### src/hdl/hrsa_pkg.sv
// Shared types, widths and constants for the hashed register slot allocator.
// No dependencies; all files but hrsa_ram refer to it by scoped names.
package hrsa_pkg;

  localparam int SLOT_COUNT_DEF  = 256;
  localparam int LOWER_LIMIT_DEF = 128;
  localparam int PIXEL_TOP_DEF   = 224;

  localparam int HASH_W  = 32;
  localparam int TYPE_W  = 3;
  localparam int COUNT_W = 8;
  localparam int SLOT_W  = 8;
  localparam int LEN_W   = 10;
  localparam int FACT_W  = 3;
  localparam int DATA_W  = 32;
  localparam int ADDR_W  = 3;

  localparam logic REG_VERTEX_MODE = 1'b0;

  localparam logic [FACT_W-1:0] ELEM_FACTOR [0:7] = '{
    3'd0, 3'd0, 3'd1, 3'd1, 3'd1, 3'd1, 3'd4, 3'd0
  };

  typedef enum logic [1:0] {
    ST_OK        = 2'd0,
    ST_TOO_LARGE = 2'd1,
    ST_FULL      = 2'd2
  } status_t;

endpackage

### src/hdl/hashed_register_slot_allocator.sv
// Top level of the hashed register slot allocator: sequencer, config register.
// Depends on hrsa_pkg, hrsa_ram (occupancy bitmap) and hrsa_mod_unit.
//
// After reset the block sweeps the occupancy RAM clear, one slot a cycle, and
// holds busy high until the sweep is done. A request is taken when start is
// high and busy low; its single result is strobed on out_valid for one cycle,
// which the receiver must take as it comes. A request that allocates nothing
// or does not fit its window answers in the cycle after it is taken and never
// raises busy. Any other request holds busy high until its result is strobed:
// first the remainder unit (one bit a cycle), then a scan of the window one
// slot a cycle through the RAM read port, then marking of the run one slot a
// cycle through the write port.
module hashed_register_slot_allocator #(
  parameter int SLOT_COUNT  = hrsa_pkg::SLOT_COUNT_DEF,
  parameter int LOWER_LIMIT = hrsa_pkg::LOWER_LIMIT_DEF,
  parameter int PIXEL_TOP   = hrsa_pkg::PIXEL_TOP_DEF
) (
  input  logic                         clk,
  input  logic                         rst_n,
  input  logic                         start,
  output logic                         busy,
  input  logic [hrsa_pkg::HASH_W-1:0]  in_name_hash,
  input  logic [hrsa_pkg::TYPE_W-1:0]  in_type_code,
  input  logic [hrsa_pkg::COUNT_W-1:0] in_array_count,
  output logic                         out_valid,
  output logic [hrsa_pkg::SLOT_W-1:0]  out_slot_index,
  output logic [1:0]                   out_status,
  input  logic                         psel,
  input  logic                         penable,
  input  logic                         pwrite,
  input  logic [hrsa_pkg::ADDR_W-1:0]  paddr,
  input  logic [hrsa_pkg::DATA_W-1:0]  pwdata,
  output logic [hrsa_pkg::DATA_W-1:0]  prdata,
  output logic                         pready
);

  localparam int AW  = $clog2(SLOT_COUNT);
  localparam int DW  = AW + 1;
  localparam int PW  = ((AW + 2) > (hrsa_pkg::LEN_W + 1)) ? (AW + 2) : (hrsa_pkg::LEN_W + 1);
  localparam int VW  = PW + 1;
  localparam int LOWER_CLIP = (LOWER_LIMIT > SLOT_COUNT) ? SLOT_COUNT : LOWER_LIMIT;
  localparam int TOP_V      = SLOT_COUNT;
  localparam int TOP_P      = (PIXEL_TOP > SLOT_COUNT) ? SLOT_COUNT : PIXEL_TOP;

  typedef logic signed [VW-1:0] pos_t;

  typedef enum logic [2:0] {
    S_CLEAR,
    S_IDLE,
    S_DIV,
    S_SCAN,
    S_MARK
  } state_t;

  state_t                      state_r;
  logic                        vertex_mode_r;
  logic [AW-1:0]               clr_addr_r;
  pos_t                        lo_r;
  pos_t                        last_r;
  pos_t                        len_r;
  logic [DW-1:0]               span_r;
  pos_t                        scan_addr_r;
  pos_t                        pend_addr_r;
  logic                        pend_v_r;
  pos_t                        seg_end_r;
  pos_t                        seg2_end_r;
  logic                        seg2_en_r;
  pos_t                        run_r;
  pos_t                        mark_addr_r;
  pos_t                        mark_cnt_r;
  logic                        out_valid_r;
  logic [hrsa_pkg::SLOT_W-1:0] slot_out_r;
  hrsa_pkg::status_t           status_r;

  logic [hrsa_pkg::FACT_W-1:0] factor;
  logic [hrsa_pkg::LEN_W-1:0]  len_c;
  logic                        upper;
  pos_t                        lo_c;
  pos_t                        top_c;
  pos_t                        len_s;
  pos_t                        last_c;
  pos_t                        span_c;
  logic                        accept;
  logic                        zero_len;
  logic                        too_large;

  logic                        div_start;
  logic                        div_done;
  logic [DW-1:0]               div_rem;
  pos_t                        pos0_c;
  logic                        at_last;

  logic                        ram_we;
  logic [AW-1:0]               ram_waddr;
  logic [0:0]                  ram_wdata;
  logic [0:0]                  ram_rdata;
  logic                        slot_free;
  pos_t                        run_inc;
  logic                        hit;
  pos_t                        cand;
  logic                        cfg_wr;

  always_comb begin
    factor    = hrsa_pkg::ELEM_FACTOR[in_type_code];
    len_c     = {{(hrsa_pkg::LEN_W - hrsa_pkg::FACT_W){1'b0}}, factor}
              * {{(hrsa_pkg::LEN_W - hrsa_pkg::COUNT_W){1'b0}}, in_array_count};
    upper     = in_array_count > hrsa_pkg::COUNT_W'(1);
    lo_c      = upper ? pos_t'(LOWER_CLIP) : pos_t'(0);
    top_c     = upper ? (vertex_mode_r ? pos_t'(TOP_V) : pos_t'(TOP_P)) : pos_t'(LOWER_CLIP);
    len_s     = pos_t'(len_c);
    last_c    = top_c - len_s;
    span_c    = last_c - lo_c + pos_t'(1);
    accept    = start && (state_r == S_IDLE);
    zero_len  = (len_c == '0);
    too_large = (last_c < lo_c);
    div_start = accept && !zero_len && !too_large;
  end

  always_comb begin
    pos0_c  = lo_r + pos_t'(div_rem);
    at_last = (pos0_c == last_r);
  end

  always_comb begin
    slot_free = !ram_rdata[0];
    run_inc   = run_r + pos_t'(1);
    hit       = pend_v_r && slot_free && (run_inc >= len_r);
    cand      = pend_addr_r - len_r + pos_t'(1);
  end

  always_comb begin
    ram_we    = (state_r == S_CLEAR) || (state_r == S_MARK);
    ram_waddr = (state_r == S_CLEAR) ? clr_addr_r : mark_addr_r[AW-1:0];
    ram_wdata = (state_r == S_MARK) ? 1'b1 : 1'b0;
  end

  assign cfg_wr = psel && penable && pwrite;

  always_ff @(posedge clk) begin
    if (!rst_n) begin
      state_r       <= S_CLEAR;
      vertex_mode_r <= 1'b1;
      clr_addr_r    <= '0;
      pend_v_r      <= 1'b0;
      out_valid_r   <= 1'b0;
    end else begin
      out_valid_r <= 1'b0;
      if (cfg_wr && (paddr[2] == hrsa_pkg::REG_VERTEX_MODE)) begin
        vertex_mode_r <= pwdata[0];
      end
      case (state_r)
        S_CLEAR: begin
          clr_addr_r <= clr_addr_r + AW'(1);
          if (clr_addr_r == AW'(SLOT_COUNT - 1)) begin
            state_r <= S_IDLE;
          end
        end
        S_IDLE: begin
          if (accept) begin
            lo_r   <= lo_c;
            last_r <= last_c;
            len_r  <= len_s;
            span_r <= span_c[DW-1:0];
            if (zero_len) begin
              out_valid_r <= 1'b1;
              slot_out_r  <= '0;
              status_r    <= hrsa_pkg::ST_OK;
            end else if (too_large) begin
              out_valid_r <= 1'b1;
              slot_out_r  <= '0;
              status_r    <= hrsa_pkg::ST_TOO_LARGE;
            end else begin
              state_r <= S_DIV;
            end
          end
        end
        S_DIV: begin
          if (div_done) begin
            scan_addr_r <= pos0_c;
            seg_end_r   <= (at_last ? last_r : last_r - pos_t'(1)) + len_r - pos_t'(1);
            seg2_end_r  <= (at_last ? last_r - pos_t'(1) : pos0_c) + len_r - pos_t'(1);
            seg2_en_r   <= !(at_last && (last_r == lo_r));
            run_r       <= '0;
            pend_v_r    <= 1'b0;
            state_r     <= S_SCAN;
          end
        end
        S_SCAN: begin
          if (hit) begin
            mark_addr_r <= cand;
            mark_cnt_r  <= len_r;
            slot_out_r  <= hrsa_pkg::SLOT_W'(cand);
            pend_v_r    <= 1'b0;
            state_r     <= S_MARK;
          end else if (pend_v_r && (pend_addr_r == seg_end_r)) begin
            pend_v_r <= 1'b0;
            if (seg2_en_r) begin
              scan_addr_r <= lo_r;
              seg_end_r   <= seg2_end_r;
              seg2_en_r   <= 1'b0;
              run_r       <= '0;
            end else begin
              out_valid_r <= 1'b1;
              slot_out_r  <= '0;
              status_r    <= hrsa_pkg::ST_FULL;
              state_r     <= S_IDLE;
            end
          end else begin
            scan_addr_r <= scan_addr_r + pos_t'(1);
            pend_addr_r <= scan_addr_r;
            pend_v_r    <= 1'b1;
            if (pend_v_r) begin
              run_r <= slot_free ? run_inc : pos_t'(0);
            end
          end
        end
        S_MARK: begin
          mark_addr_r <= mark_addr_r + pos_t'(1);
          mark_cnt_r  <= mark_cnt_r - pos_t'(1);
          if (mark_cnt_r == pos_t'(1)) begin
            out_valid_r <= 1'b1;
            status_r    <= hrsa_pkg::ST_OK;
            state_r     <= S_IDLE;
          end
        end
        default: begin
          state_r <= S_IDLE;
        end
      endcase
    end
  end

  hrsa_ram #(
    .WIDTH (1),
    .DEPTH (SLOT_COUNT)
  ) u_bitmap (
    .clk   (clk),
    .we    (ram_we),
    .waddr (ram_waddr),
    .wdata (ram_wdata),
    .raddr (scan_addr_r[AW-1:0]),
    .rdata (ram_rdata)
  );

  hrsa_mod_unit #(
    .DIV_W (DW)
  ) u_mod (
    .clk       (clk),
    .rst_n     (rst_n),
    .start     (div_start),
    .dividend  (in_name_hash),
    .divisor   (span_c[DW-1:0]),
    .done      (div_done),
    .remainder (div_rem)
  );

  assign busy           = (state_r != S_IDLE);
  assign out_valid      = out_valid_r;
  assign out_slot_index = slot_out_r;
  assign out_status     = status_r;
  assign prdata         = (paddr[2] == hrsa_pkg::REG_VERTEX_MODE)
                        ? {{(hrsa_pkg::DATA_W - 1){1'b0}}, vertex_mode_r} : '0;
  assign pready         = 1'b1;

  a_result_after_busy: assert property (@(posedge clk) disable iff (!rst_n)
    out_valid |-> $past(busy || start))
    else $error("result strobe without a request in flight");

  a_error_slot_zero: assert property (@(posedge clk) disable iff (!rst_n)
    (out_valid && (out_status != hrsa_pkg::ST_OK)) |-> (out_slot_index == '0))
    else $error("failed request reports a non-zero slot");

  a_mark_in_window: assert property (@(posedge clk) disable iff (!rst_n)
    (state_r == S_MARK) |-> ((mark_addr_r >= lo_r) && (mark_addr_r < last_r + len_r)))
    else $error("marking outside the request window");

  a_div_done_state: assert property (@(posedge clk) disable iff (!rst_n)
    div_done |-> (state_r == S_DIV))
    else $error("remainder ready outside the divide step");

  a_rem_below_span: assert property (@(posedge clk) disable iff (!rst_n)
    div_done |-> (div_rem < span_r))
    else $error("remainder not below window span");

endmodule

### src/hdl/hrsa_ram.sv
// Generic single-write, single-read RAM with registered read data.
// No dependencies.
module hrsa_ram #(
  parameter int WIDTH = 1,
  parameter int DEPTH = 256
) (
  input  logic                     clk,
  input  logic                     we,
  input  logic [$clog2(DEPTH)-1:0] waddr,
  input  logic [WIDTH-1:0]         wdata,
  input  logic [$clog2(DEPTH)-1:0] raddr,
  output logic [WIDTH-1:0]         rdata
);

  logic [WIDTH-1:0] mem_r [DEPTH];
  logic [WIDTH-1:0] rdata_r;

  always_ff @(posedge clk) begin
    if (we) begin
      mem_r[waddr] <= wdata;
    end
    rdata_r <= mem_r[raddr];
  end

  assign rdata = rdata_r;

endmodule

### src/hdl/hrsa_mod_unit.sv
// Iterative remainder unit: one restoring subtract step per cycle.
// Depends on hrsa_pkg for the dividend width.
module hrsa_mod_unit #(
  parameter int DIV_W = 9
) (
  input  logic                      clk,
  input  logic                      rst_n,
  input  logic                      start,
  input  logic [hrsa_pkg::HASH_W-1:0] dividend,
  input  logic [DIV_W-1:0]          divisor,
  output logic                      done,
  output logic [DIV_W-1:0]          remainder
);

  localparam int CNT_W = $clog2(hrsa_pkg::HASH_W);

  logic                        run_r;
  logic                        done_r;
  logic [CNT_W-1:0]            cnt_r;
  logic [hrsa_pkg::HASH_W-1:0] dvd_r;
  logic [DIV_W-1:0]            dsr_r;
  logic [DIV_W-1:0]            rem_r;
  logic [DIV_W:0]              trial;
  logic [DIV_W:0]              diff;
  logic [DIV_W-1:0]            rem_nxt;

  always_comb begin
    trial   = {rem_r, dvd_r[hrsa_pkg::HASH_W-1]};
    diff    = trial - {1'b0, dsr_r};
    rem_nxt = (trial >= {1'b0, dsr_r}) ? diff[DIV_W-1:0] : trial[DIV_W-1:0];
  end

  always_ff @(posedge clk) begin
    if (!rst_n) begin
      run_r  <= 1'b0;
      done_r <= 1'b0;
    end else begin
      done_r <= 1'b0;
      if (start) begin
        rem_r <= '0;
        dvd_r <= dividend;
        dsr_r <= divisor;
        cnt_r <= '0;
        run_r <= 1'b1;
      end else if (run_r) begin
        rem_r <= rem_nxt;
        dvd_r <= dvd_r << 1;
        cnt_r <= cnt_r + CNT_W'(1);
        if (cnt_r == CNT_W'(hrsa_pkg::HASH_W - 1)) begin
          run_r  <= 1'b0;
          done_r <= 1'b1;
        end
      end
    end
  end

  assign done      = done_r;
  assign remainder = rem_r;

endmodule

### config.mk
export PLATFORM = sky130hd
export DESIGN_NAME = hashed_register_slot_allocator
export DESIGN_NICKNAME = d
export VERILOG_FILES = /design/src/hdl/hrsa_pkg.sv /design/src/hdl/hashed_register_slot_allocator.sv /design/src/hdl/hrsa_ram.sv /design/src/hdl/hrsa_mod_unit.sv
export SDC_FILE = /design/constraint.sdc
export NUM_CORES = 1
export LEC_CHECK = 0
export BUFFER_PORTS_ARGS = -buffer_cell sky130_fd_sc_hd__buf_4
export CORE_MARGIN = 2
export CORE_UTILIZATION = 36
export DETAILED_ROUTE_END_ITERATION = 16
export PLACE_DENSITY = 0.54
export SYNTH_ARGS = -nofsm -noshare
export SYNTH_HDL_FRONTEND = slang
export SYNTH_SLANG_ARGS = --single-unit
### constraint.sdc
create_clock -name clk -period 18.5 [get_ports clk]
set_input_delay 0.925 -clock clk [delete_from_list [all_inputs] [get_ports clk]]
set_output_delay 0.925 -clock clk [all_outputs]
set_load 0.005 [all_outputs]
Word-level counts from Yosys, hierarchy flattened:

Memory sizes are Yosys's and may differ from the RTL's. A register that Yosys moved wholly into a read port is not among the register bits.
Cells that the tools add are included.

* $mul: 1
* reduce and logical (&&, ||, !) cells: 37
* magnitude comparators: 5
* divide/modulo/power cells: 0
* shift operators: 0
* eq/ne operators: 27
* mux-type cells: 83
* add/sub/neg operators: 18
* bitwise operators: 6

Operators by type and width (number)
* $mux 12: 18
* $pmux 12 s2: 5
* $mux 32: 2
* $mux 8: 8
* $add 12x2->12 const B: 4
* $mux 9: 4
* $sub 12x2->12 const B: 3
* $mux 3: 11
* $add 12x11->12: 2
* $mux 1: 21
* $reduce_and 6->1: 3
* $sub 9x9->9: 2
* $ne 2x2->1 const B: 8
* $pmux 8 s2: 1
* $reduce_and 8->1: 2
* $ne 3x3->1 const B: 5
* $pmux 3 s5: 1
* $mux 2: 7
* $add 12x10->12: 1
* $eq 11x12->1: 1
* $eq 12x11->1: 1
* $eq 12x12->1: 1
* $eq 12x2->1 const B: 1
* $ge 12x11->1: 1
* other kinds (36): 64

* RAM bits: 256
* bits of input ports: 84
* memories kept: 2
* output and inout bits: 45
* latch bits: 0
* memory bits (read-only): 24
* word-level logic and storage cells: 203
* register bits after elaboration: 199

Memories
* u_bitmap.mem_r: depth 256, width 1, rd ports 1, clocked after memory_dff 1, write ports 1, RTL line hrsa_ram.sv:15 `logic [WIDTH-1:0] mem_r [DEPTH];`
* (no name shown): depth 8, width 3, rd ports 1, clocked after memory_dff 0, write ports 0, RTL line hashed_register_slot_allocator.sv:104 `factor = hrsa_pkg::ELEM_FACTOR[in_type_code];`

Logic depth before layout (Yosys ltp):

Gate-level depths: netlist of run 1.

* word-level depth: 11
* mapped depth: 21
* mapped depth without buffers: 20

Modules after synthesis:

From an unflattened synthesis of run 1, not the netlist that was laid out.

* cell total of the unflattened synthesis: 1941
* area total of the unflattened synthesis: 23182.2 sq um

By module, submodules not included
* hrsa_ram: instances 1, cells an instance 788, seq. area each 7707.4 sq um, area each 11128.2 sq um
* hashed_register_slot_allocator: instances 1, cells an instance 962, seq. area each 3643.5 sq um, area each 9288.9 sq um
* hrsa_mod_unit: instances 1, cells an instance 191, seq. area each 1691.6 sq um, area each 2765.2 sq um

Worst setup path before layout of run 1:

No wires, ideal clock.

* path kind: reg2reg
* start point: reg state_r[2]
* end point: mem u_bitmap.mem_r[0] (data pin)
* library setup time: 1.044 ns
* data required time: 17.456 ns
* clock period less this slack: 5.938 ns
* cell stages (with the launch flop): 5
* data arrival time: 4.894 ns
* path slack: 12.562 ns
* path buffers: 2
* cell sequence: dfxtp_1 clkbuf_1 nand2_1 inv_1 clkbuf_1

* cells in the longest elaborated chain, start to end: 2

RTL lines
* from (decl): RTL line hashed_register_slot_allocator.sv:55 `state_t state_r;`
* from (signal assigned): RTL line hashed_register_slot_allocator.sv:141 `state_r <= S_CLEAR;`
* from (signal assigned): RTL line hashed_register_slot_allocator.sv:155 `state_r <= S_IDLE;`
* from (signal assigned): RTL line hashed_register_slot_allocator.sv:173 `state_r <= S_DIV;`
* $eq 3x3->1: RTL line hashed_register_slot_allocator.sv:134 `ram_wdata = (state_r == S_MARK) ? 1'b1 : 1'b0;`
* $mux 1: RTL line hashed_register_slot_allocator.sv:134
* net ram_wdata: RTL line hashed_register_slot_allocator.sv:95 `logic [0:0] ram_wdata;`
* to (decl): RTL line hrsa_ram.sv:15

The timed path passes the listed nets, and every way through them passes these cells.

Worst setup path in the final report of run 1:

* start point: in in_type_code[1] (netlist name)
* end point: reg u_mod.dvd_r[3] (netlist name) (data pin)

* cells in the longest elaborated chain, start to end: 10
* elaborated cells on any way between the ends: 13
* those cells by class: add/sub: 1; mul: 1; order compare: 1; mux: 3; bitwise: 1; reduce/logical: 5; memory: 1

RTL lines
* from (decl): RTL line hashed_register_slot_allocator.sv:23 `input logic [hrsa_pkg::TYPE_W-1:0] in_type_code,`
* $not 3->4 (implied by the code) (*): RTL line hashed_register_slot_allocator.sv:104
* $mem_v2 8x3 (*)
* $mux 3 (implied by the code) (*) (2 in a row): RTL line hashed_register_slot_allocator.sv:104
* $mul 3x8->10 (*): RTL line hashed_register_slot_allocator.sv:106 `* {{(hrsa_pkg::LEN_W - hrsa_pkg::COUNT_W){1'b0}}, in_array_count};`
* net len_c, one bit: RTL line hashed_register_slot_allocator.sv:76 `logic [hrsa_pkg::LEN_W-1:0] len_c;`
* $sub 9x10->11 / $logic_not 10->1 (equally long branches): RTL line hashed_register_slot_allocator.sv:111, hashed_register_slot_allocator.sv:114
* $lt 11x9->1 / $logic_not 1->1 (equally long branches): RTL line hashed_register_slot_allocator.sv:115, hashed_register_slot_allocator.sv:116
* $logic_not 1->1 / $logic_and 1x1->1 (equally long branches): RTL line hashed_register_slot_allocator.sv:116 `div_start = accept && !zero_len && !too_large;`
* $logic_and 1x1->1 (*): RTL line hashed_register_slot_allocator.sv:116
* $mux 32 (*): RTL line hrsa_mod_unit.sv:39 `if (start) begin`
* to (signal assigned): RTL line hrsa_mod_unit.sv:41 `dvd_r <= dividend;`
* to (signal assigned): RTL line hrsa_mod_unit.sv:47 `dvd_r <= dvd_r << 1;`
* to (decl): RTL line hrsa_mod_unit.sv:20 `logic [hrsa_pkg::HASH_W-1:0] dvd_r;`

Mark *: on every way through the listed nets, which the timed path passes. The rest lies on a longest branch. The select of a mux whose other input is x is not followed.
A chain may end at the register's enable or synchronous reset.

==> results of run 1 <==
==> routing by layer <==
layer	up-vias	track usage
li1	7047	-
met1	7350	0.230
met2	327	0.277
met3	73	0.0297
met4	0	0.0425
met5	-	0
==> placed cells by master, fill, tap and decap left out, drive strengths merged, types with 17 or more instances in the layout <==
cell type | netlist | routed
nor2 | 337 | 337
nor3 | 27 | 27
nand3b | 18 | 18
xnor2 | 75 | 75
and2 | 20 | 20
a21oi | 62 | 62
inv | 118 | 121
nor2b | 27 | 27
xor2 | 54 | 54
mux4 | 62 | 62
nand3 | 27 | 27
clkbuf | 75 | 61
conb | 2 | 32
ha | 110 | 110
mux2 | 32 | 32
buf | 52 | 83
o21ai | 64 | 64
dfxtp | 17 | 17
edfxtp | 423 | 423
nand4 | 17 | 17
nand2 | 139 | 139
clkinv | 1 | 17
==> state kept, by name (all words and copies together), names as in the netlist, 8 cells and up <==
signal           count
u_mod.dsr_r          9
u_mod.remainder      9
clr_addr_r           8
mark_cnt_r          12
len_r                9
pend_addr_r         12
seg2_end_r          12
out_slot_index       8
u_mod.dvd_r         32
seg_end_r           12
scan_addr_r         12
run_r               12
last_r              11
mark_addr_r          8
u_bitmap.mem_r     256
==> cells by family after synthesis <==
family / synth area share
DFF: 0.557
xor gates and xnor gates: 0.0483
other: 0.000321
adders and majority gates: 0.0631
AOI/OAI and AO/OA: 0.0635
muxes: 0.0850
buffers and inverters: 0.0480
and+or+nand+nor: 0.135
==> power by group through the flow <==
stage          Combinational, mW  Clock [mW]  Sequential [mW]
2_1_floorplan             0.0701           0             1.10
3_3_place_gp              0.0965           0             1.11
3_5_place_dp              0.0988           0             1.11
4_1_cts                   0.0996       0.991             1.08
5_1_grt                    0.110        1.02             1.08
6_report                  0.0983       0.969             1.08
==> cell usage after synthesis (3+ instances only) <==
cell type	number	area share
o21ai_0	63	0.013
nor2_1	337	0.054
buf_2	6	0.0013
nor2b_1	27	0.0072
nor4_1	9	0.0024
mux4_2	62	0.060
mux2_4	27	0.017
and3_1	16	0.0043
buf_4	36	0.012
buf_1	6	0.00096
a22o_1	10	0.0037
a211oi_1	5	0.0016
inv_1	118	0.019
mux2_2	5	0.0024
nor3b_1	6	0.0019
mux2i_1	13	0.0056
o31ai_1	12	0.0038
nand4_1	17	0.0045
a22oi_1	16	0.0051
nand2_1	139	0.022
edfxtp_1	423	0.54
dfxtp_1	17	0.015
a21o_1	14	0.0045
a31oi_1	13	0.0035
nand3b_1	18	0.0058
or3_1	9	0.0024
nand2b_1	14	0.0037
nor3_1	26	0.0056
a21boi_0	4	0.0013
xor2_1	54	0.020
o21bai_1	7	0.0022
nand3_1	27	0.0058
buf_12	3	0.0026
nand4b_1	5	0.0019
ha_1	110	0.059
or2_2	3	0.00080
a21oi_1	62	0.013
fa_1	5	0.0043
clkbuf_1	75	0.012
xnor2_1	75	0.028
and2_1	20	0.0053
==> worst max-delay path by stage <==
stage                          from  slack [ns]                 to  cells past startpoint
floorplan                state_r[2]       12.56  u_bitmap.mem_r[0]                      4
global placement    in_type_code[1]       12.14    u_mod.dvd_r[10]                     19
detailed placement  in_type_code[1]       12.14     u_mod.dvd_r[3]                     20
CTS                 in_type_code[1]       12.73    u_mod.dvd_r[12]                     19
global route        in_type_code[1]       12.31    u_mod.dvd_r[10]                     19
finish              in_type_code[1]       12.77     u_mod.dvd_r[3]                     20
==> metrics by stage <==
stage | instance area, um^2 | std cells | total power, mW | hold WS [ns]
global placement | 24600 | 2799 | 1.20 | 0.464
global route | 26100 | 2887 | 2.22 | 0.507
floorplan | 23500 | 1988 | 1.18 | 0.424
detailed placement | 24600 | 2799 | 1.20 | 0.477
CTS | 26100 | 2887 | 2.18 | 0.495
finish | 26100 | 2887 | 2.15 | 0.507
==> area by class of cell <==
| class | count | area share |
|---|---|---|
| Clock buffer | 61 | 0.0482 |
| Clock inverter | 27 | 0.0121 |
| Inverter | 119 | 0.0173 |
| Multi-Input combinational cell | 1302 | 0.358 |
| Sequential cell | 440 | 0.499 |
| Tap cell | 855 | 0.0409 |
| Timing Repair Buffer | 83 | 0.0238 |
==> flow_summary_export.csv, run 1 <==
group,metric,value,unit
status,run_status,"finished clean",
sta,fin_crit,5.73,ns
route,wl_met1,25500,um
clocking,cts_htree_levels,2,
yosys,synth_flop_cell,"edfxtp_1",
finish,post-route-util,0.406,
route,drt_wl_total,56800,um
sta,fin_skew,0.0260,ns
worst_setup_path,critPathArrivalTime,6.09,ns
global_route,grt_max_degree,179,
yosys,synth_edf_count,423,
route,highest-signal-layer,"met4",
route,wl_per_cell,19.7,um
clocking,ctsHoldBuffers,0,
route,drcViolationCount,0,
placement,port_buffers,63,
finish,fill_cells,6052,
clocking,cts_resized,0,
pwr,p_sw,472,uW
global_route,grt_pass1_vias,14600,
sta,final-setup-viol-count,0,
pwr,share_comb_of_total_power,0.046,
yosys,ys_async_sr_fraction,0,
pwr,ir_worst_vdd,57.1,uV
pwr,switching_share,0.220,
finish,syn_to_final_growth,11.7,%
sta,worst_pin_slew,1.22,ns
pwr,pwr-share-clk,0.450,
floorplan,io_pins,129,
route,wl_met2,27000,um
sta,max_freq,0.174,GHz
yosys,netlist_instances,1958,
sta,rsz0062_at_grt,"false",
clocking,cts_tree,"done",
pwr,powerDensity,82.3,nW/um^2
yosys,ys_ff_latch,440,
sta,fin_ws,12.77,ns
floorplan,fp-row-count,93,
sta,period_share,0.310,
finish,multiInputGateArea,9370,um^2
yosys,syn_area_per_cell,12.0,um^2
global_route,grt_pass1_wl,86300,um
clocking,cts_setup_buffers,0,
global_route,antenna_found_initial,0,
worst_hold_path,whs_path_depth,0,
finish,nets,2193,
sta,max_slew_margin,0.184,
worst_setup_path,crit_family,"simple AND/OR/NAND/NOR gates",
clocking,clkLatencyLatePin,0.60,ns
clocking,clkSinkCount,440,
sta,hold_violations,0,
pwr,power_leakage,8.89,nW
flow_run,maxCapViolCount,0,
placement,finalWeightedCongestion,0.818,
placement,dpl.hpwl,36100,um
global_route,gr-usage-all-layers,0.168,
route,ant_nets,0,
yosys,synth_area,23400,um^2
global_route,overflow,0,
clocking,cts-root-buf,"clkbuf_16",
clocking,clkTransAtPathRegs,0.06,ns
worst_setup_path,r2r-end,"seg_end_r[11]",
route,viasPerCell,5.13,
floorplan,die_w,259,um
floorplan,initial_core_util,0.364,
worst_setup_path,r2r-start,"lo_r[7]",
yosys,ys_seq_area_frac,0.557,
route,first_pass_iters,5,
finish,final_layout_size_suffix_gt1_frac,0.130,
worst_setup_path,critical_path_buf_inv_count,4,
floorplan,fp.dieH,259,um
clocking,cts_buffer_depth,3,
worst_hold_path,hp-class,"reg2reg",
worst_setup_path,critPathMaxStageDelay,0.53,ns
worst_setup_path,reg2reg_depth,20,
worst_hold_path,whs_endpoint,"pend_addr_r[11]",
worst_hold_path,min_from,"scan_addr_r[11]",
worst_setup_path,slowest_stage,"buf_4",
worst_setup_path,path_max_fanout,44,
route,wl_met3,3130,um
sta,finalSetupTns,0,ns
clocking,cts_inserted_buffers,48,
finish,regArea,13000,um^2
route,num_vias,14800,
worst_setup_path,critPathRequiredTime,18.85,ns
finish,antenna_cells,0,
yosys,yosysWarnings,0,
worst_setup_path,rrSetupSlack,13.32,ns
placement,pre_cts_slack,12.14,ns
worst_setup_path,critPathLaunchType,"input pin",
worst_setup_path,timing.critical_path.mode_cell,"ha_1",
route,first_iter_violations,1242,
floorplan,core-area,64300,um^2
worst_setup_path,crit_type,"in2reg",
pwr,p_int,1.68,mW
yosys,ys_types,74,
worst_setup_path,crit_chain,"buf_4 > xor2_1 > and2_1 > ha_1 > ha_1 > inv_1 > fa_1 > nand2b_1 > a21oi_1 > xor2_1 > inv_1 > ha_1 > and3_1 > a221oi_2 > xnor2_1 > o2111a_1 > nor3_4 > and3_2 > buf_4 > mux2_2",
sta,drv_slew,0,
floorplan,die-area,67100,um^2
pwr,seq_power_share,0.504,
worst_setup_path,crit_path_end_kind,"register",
No activity file was read; power rests on OpenSTA's default activity.
==> run 2, diff against run 1 <==
--- a/config.mk
+++ b/config.mk
@@ -9,7 +9,7 @@
 export CORE_MARGIN = 2
 export CORE_UTILIZATION = 36
 export DETAILED_ROUTE_END_ITERATION = 16
-export PLACE_DENSITY = 0.54
+export PLACE_DENSITY = 0.56
 export SYNTH_ARGS = -nofsm -noshare
 export SYNTH_HDL_FRONTEND = slang
 export SYNTH_SLANG_ARGS = --single-unit
==> constraint.sdc (replaced) <==
create_clock -name clk -period 4.6 [get_ports clk]
set_input_delay 0.23 -clock clk [delete_from_list [all_inputs] [get_ports clk]]
set_output_delay 0.23 -clock clk [all_outputs]
set_load 0.005 [all_outputs]
==> flow_summary_export.csv, run 2 (same netlist as run 1, synthesis figures left out) <==
group,metric,value,unit
floorplan,die_w,259,um
worst_setup_path,critPathRequiredTime,4.94,ns
worst_setup_path,crit_type,"reg2reg",
finish,antenna_cells,0,
floorplan,initial_core_util,0.364,
clocking,cts_inserted_buffers,47,
placement,dpl.hpwl,36900,um
placement,dp.cells,2848,
worst_setup_path,critPathArrivalTime,4.70,ns
route,drt_wl_total,56500,um
placement,port_buffers,63,
global_route,overflow,0,
sta,max_slew_margin,0.232,
pwr,powerDensity,317,nW/um^2
global_route,gr-usage-all-layers,0.170,
route,first_iter_violations,1183,
worst_setup_path,slowest_stage,"edfxtp_1",
finish,regMostFlops,"u_bitmap.mem_r",
sta,rsz0062_at_grt,"false",
clocking,clkSinkCount,440,
flow_run,maxCapViolCount,0,
finish,nets,2280,
clocking,cts_buffer_depth,3,
sta,max_freq,0.229,GHz
clocking,clkTransAtPathRegs,0.06,ns
sta,fin_ws,0.243,ns
sta,final-setup-viol-count,0,
worst_setup_path,critPathMaxStageDelay,0.43,ns
sta,holdWs,0.0683,ns
floorplan,fp.dieH,259,um
sta,fin_skew,0.0350,ns
global_route,grt_pass1_wl,88100,um
route,drcViolationCount,0,
finish,final_area,26900,um^2
global_route,antenna_found_initial,0,
worst_setup_path,crit_path_end_kind,"register",
clocking,cts_htree_levels,2,
worst_setup_path,crit_chain,"ha_1 > ha_1 > xor2_1 > nor4_1 > nand2_1 > nor4_4 > mux2_4 > ha_1 > inv_1 > ha_1 > inv_1 > fa_2 > nor2b_1 > o21ai_1 > a21o_1 > a21oi_2 > a31oi_1 > xnor2_1 > o21ai_0 > buf_4",
worst_hold_path,hp-class,"in2reg",
floorplan,core-area,64300,um^2
sta,worst_pin_slew,1.15,ns
finish,syn_to_final_growth,15.2,%
clocking,cts_tree,"done",
floorplan,io_pins,129,
placement,finalWeightedCongestion,0.857,
finish,fill_cells,5970,
finish,final_layout_size_suffix_gt1_frac,0.152,
floorplan,fp-row-count,93,
finish,reg_top3,"u_bitmap.mem_r: 256 flops, u_mod.dvd_r: 32 flops",
sta,period_share,0.947,
finish,largest_reg_flops,256,
worst_setup_path,r2r-start,"u_mod.remainder[7]",
finish,post-route-util,0.419,
finish,final_common_cell,"edfxtp_1",
floorplan,die-area,67100,um^2
route,viasPerCell,5.12,
placement,pre_cts_slack,-0.168,ns
worst_setup_path,crit_start,"u_mod.remainder[7]",
worst_setup_path,path_max_fanout,2,
sta,hold_violations,0,
sta,drv_slew,0,
finish,mostFrequentLayoutCells,"edfxtp_1 (423), nor2_1 (337), nand2_1 (138), buf_4 (124), inv_1 (117)",
worst_setup_path,critical_path_buf_inv_count,3,
status,run_status,"finished clean",
worst_setup_path,critPathLaunchType,"register",
worst_setup_path,timing.critical_path.mode_cell,"ha_1",
route,num_vias,15200,
placement,placed_area,25000,um^2
pwr,ir_worst_vdd,256,uV
global_route,grt_max_degree,142,
route,first_pass_iters,5,
sta,fin_crit,4.36,ns
global_route,grt_pass1_vias,15300,
finish,fin_cells,2974,
clocking,clkLatencyLatePin,0.61,ns
route,wl_per_cell,19.0,um
route,ant_nets,0,
clocking,cts-root-buf,"clkbuf_16",
worst_hold_path,min_from,"in_array_count[1]",
worst_setup_path,crit_family,"adder cells",
pwr,power_leakage,9.32,nW
run 2: cell count changes in the layout (fill, tap and decap cells not counted), moves of 3 or more:
cell,change
buf_4,+41
dlygate4sd3_1,+38
buf_12,+7
clkbuf_8,+5
clkinv_2,+4
a21oi_1,-3
a21oi_2,+3
bufinv_16,-3
clkinv_1,-3
run 2: path summary, 6_finish.rpt:
check,endpoint,cells past startpoint,slack (ns)
setup / recovery,seg_end_r[11],20,0.24
setup reg to reg,seg_end_r[11],20,0.24
hold / removal,len_r[1],3,0.07
hold reg to reg,pend_addr_r[11],0,0.49
run 2: area by class of cell:
type,count,area (um^2),share of cell area
clock buffers,65,1300,0.0484
clock inverters,22,220,0.00817
well taps,855,1070,0.0397
repair buffers,171,1470,0.0547
inverters,119,452,0.0168
multi-input cells,1302,9390,0.348
flip-flops and latches,440,13000,0.484
run 2: stage by stage:
stage | power, mW | TNS, ns
final | 8.54 | 0
after global routing | 8.82 | 0
after CTS | 8.63 | 0
after detailed placement | 4.87 | -4.16
after global placement | 4.87 | -1.62
after floorplan | 4.73 | 0
run 2: what timing repair did:
item / 4_1_cts / 5_1_grt
hold buffers: 38 / 0
hold endpoints to repair: 37 / 0
buffers inserted: 0 / 1
resized for setup: 0 / 10
endpoints found under the setup margin: 0 / 3
run 2: worst min-delay path, stage by stage:
cell and delay, ns:
buf_4 0.10, nand2_1 0.11, inv_1 0.10
run 2: power breakdown:
group          leakage, nW  internal [mW]  switching [mW]
Combinational         4.92          0.200           0.252
Sequential            3.66           4.36         0.00579
Clock                0.742           2.11            1.62
Total                 9.32           6.67            1.87
run 2: routing by layer:
| metal | global-route usage | vias to the layer above | routed length, um |
|---|---|---|---|
| met4 | 0.0425 | 0 | 1100 |
| met5 | 0 | - | 0 |
| li1 | - | 7201 | - |
| met1 | 0.234 | 7542 | 25100 |
| met3 | 0.0303 | 68 | 3560 |
| met2 | 0.277 | 425 | 26700 |
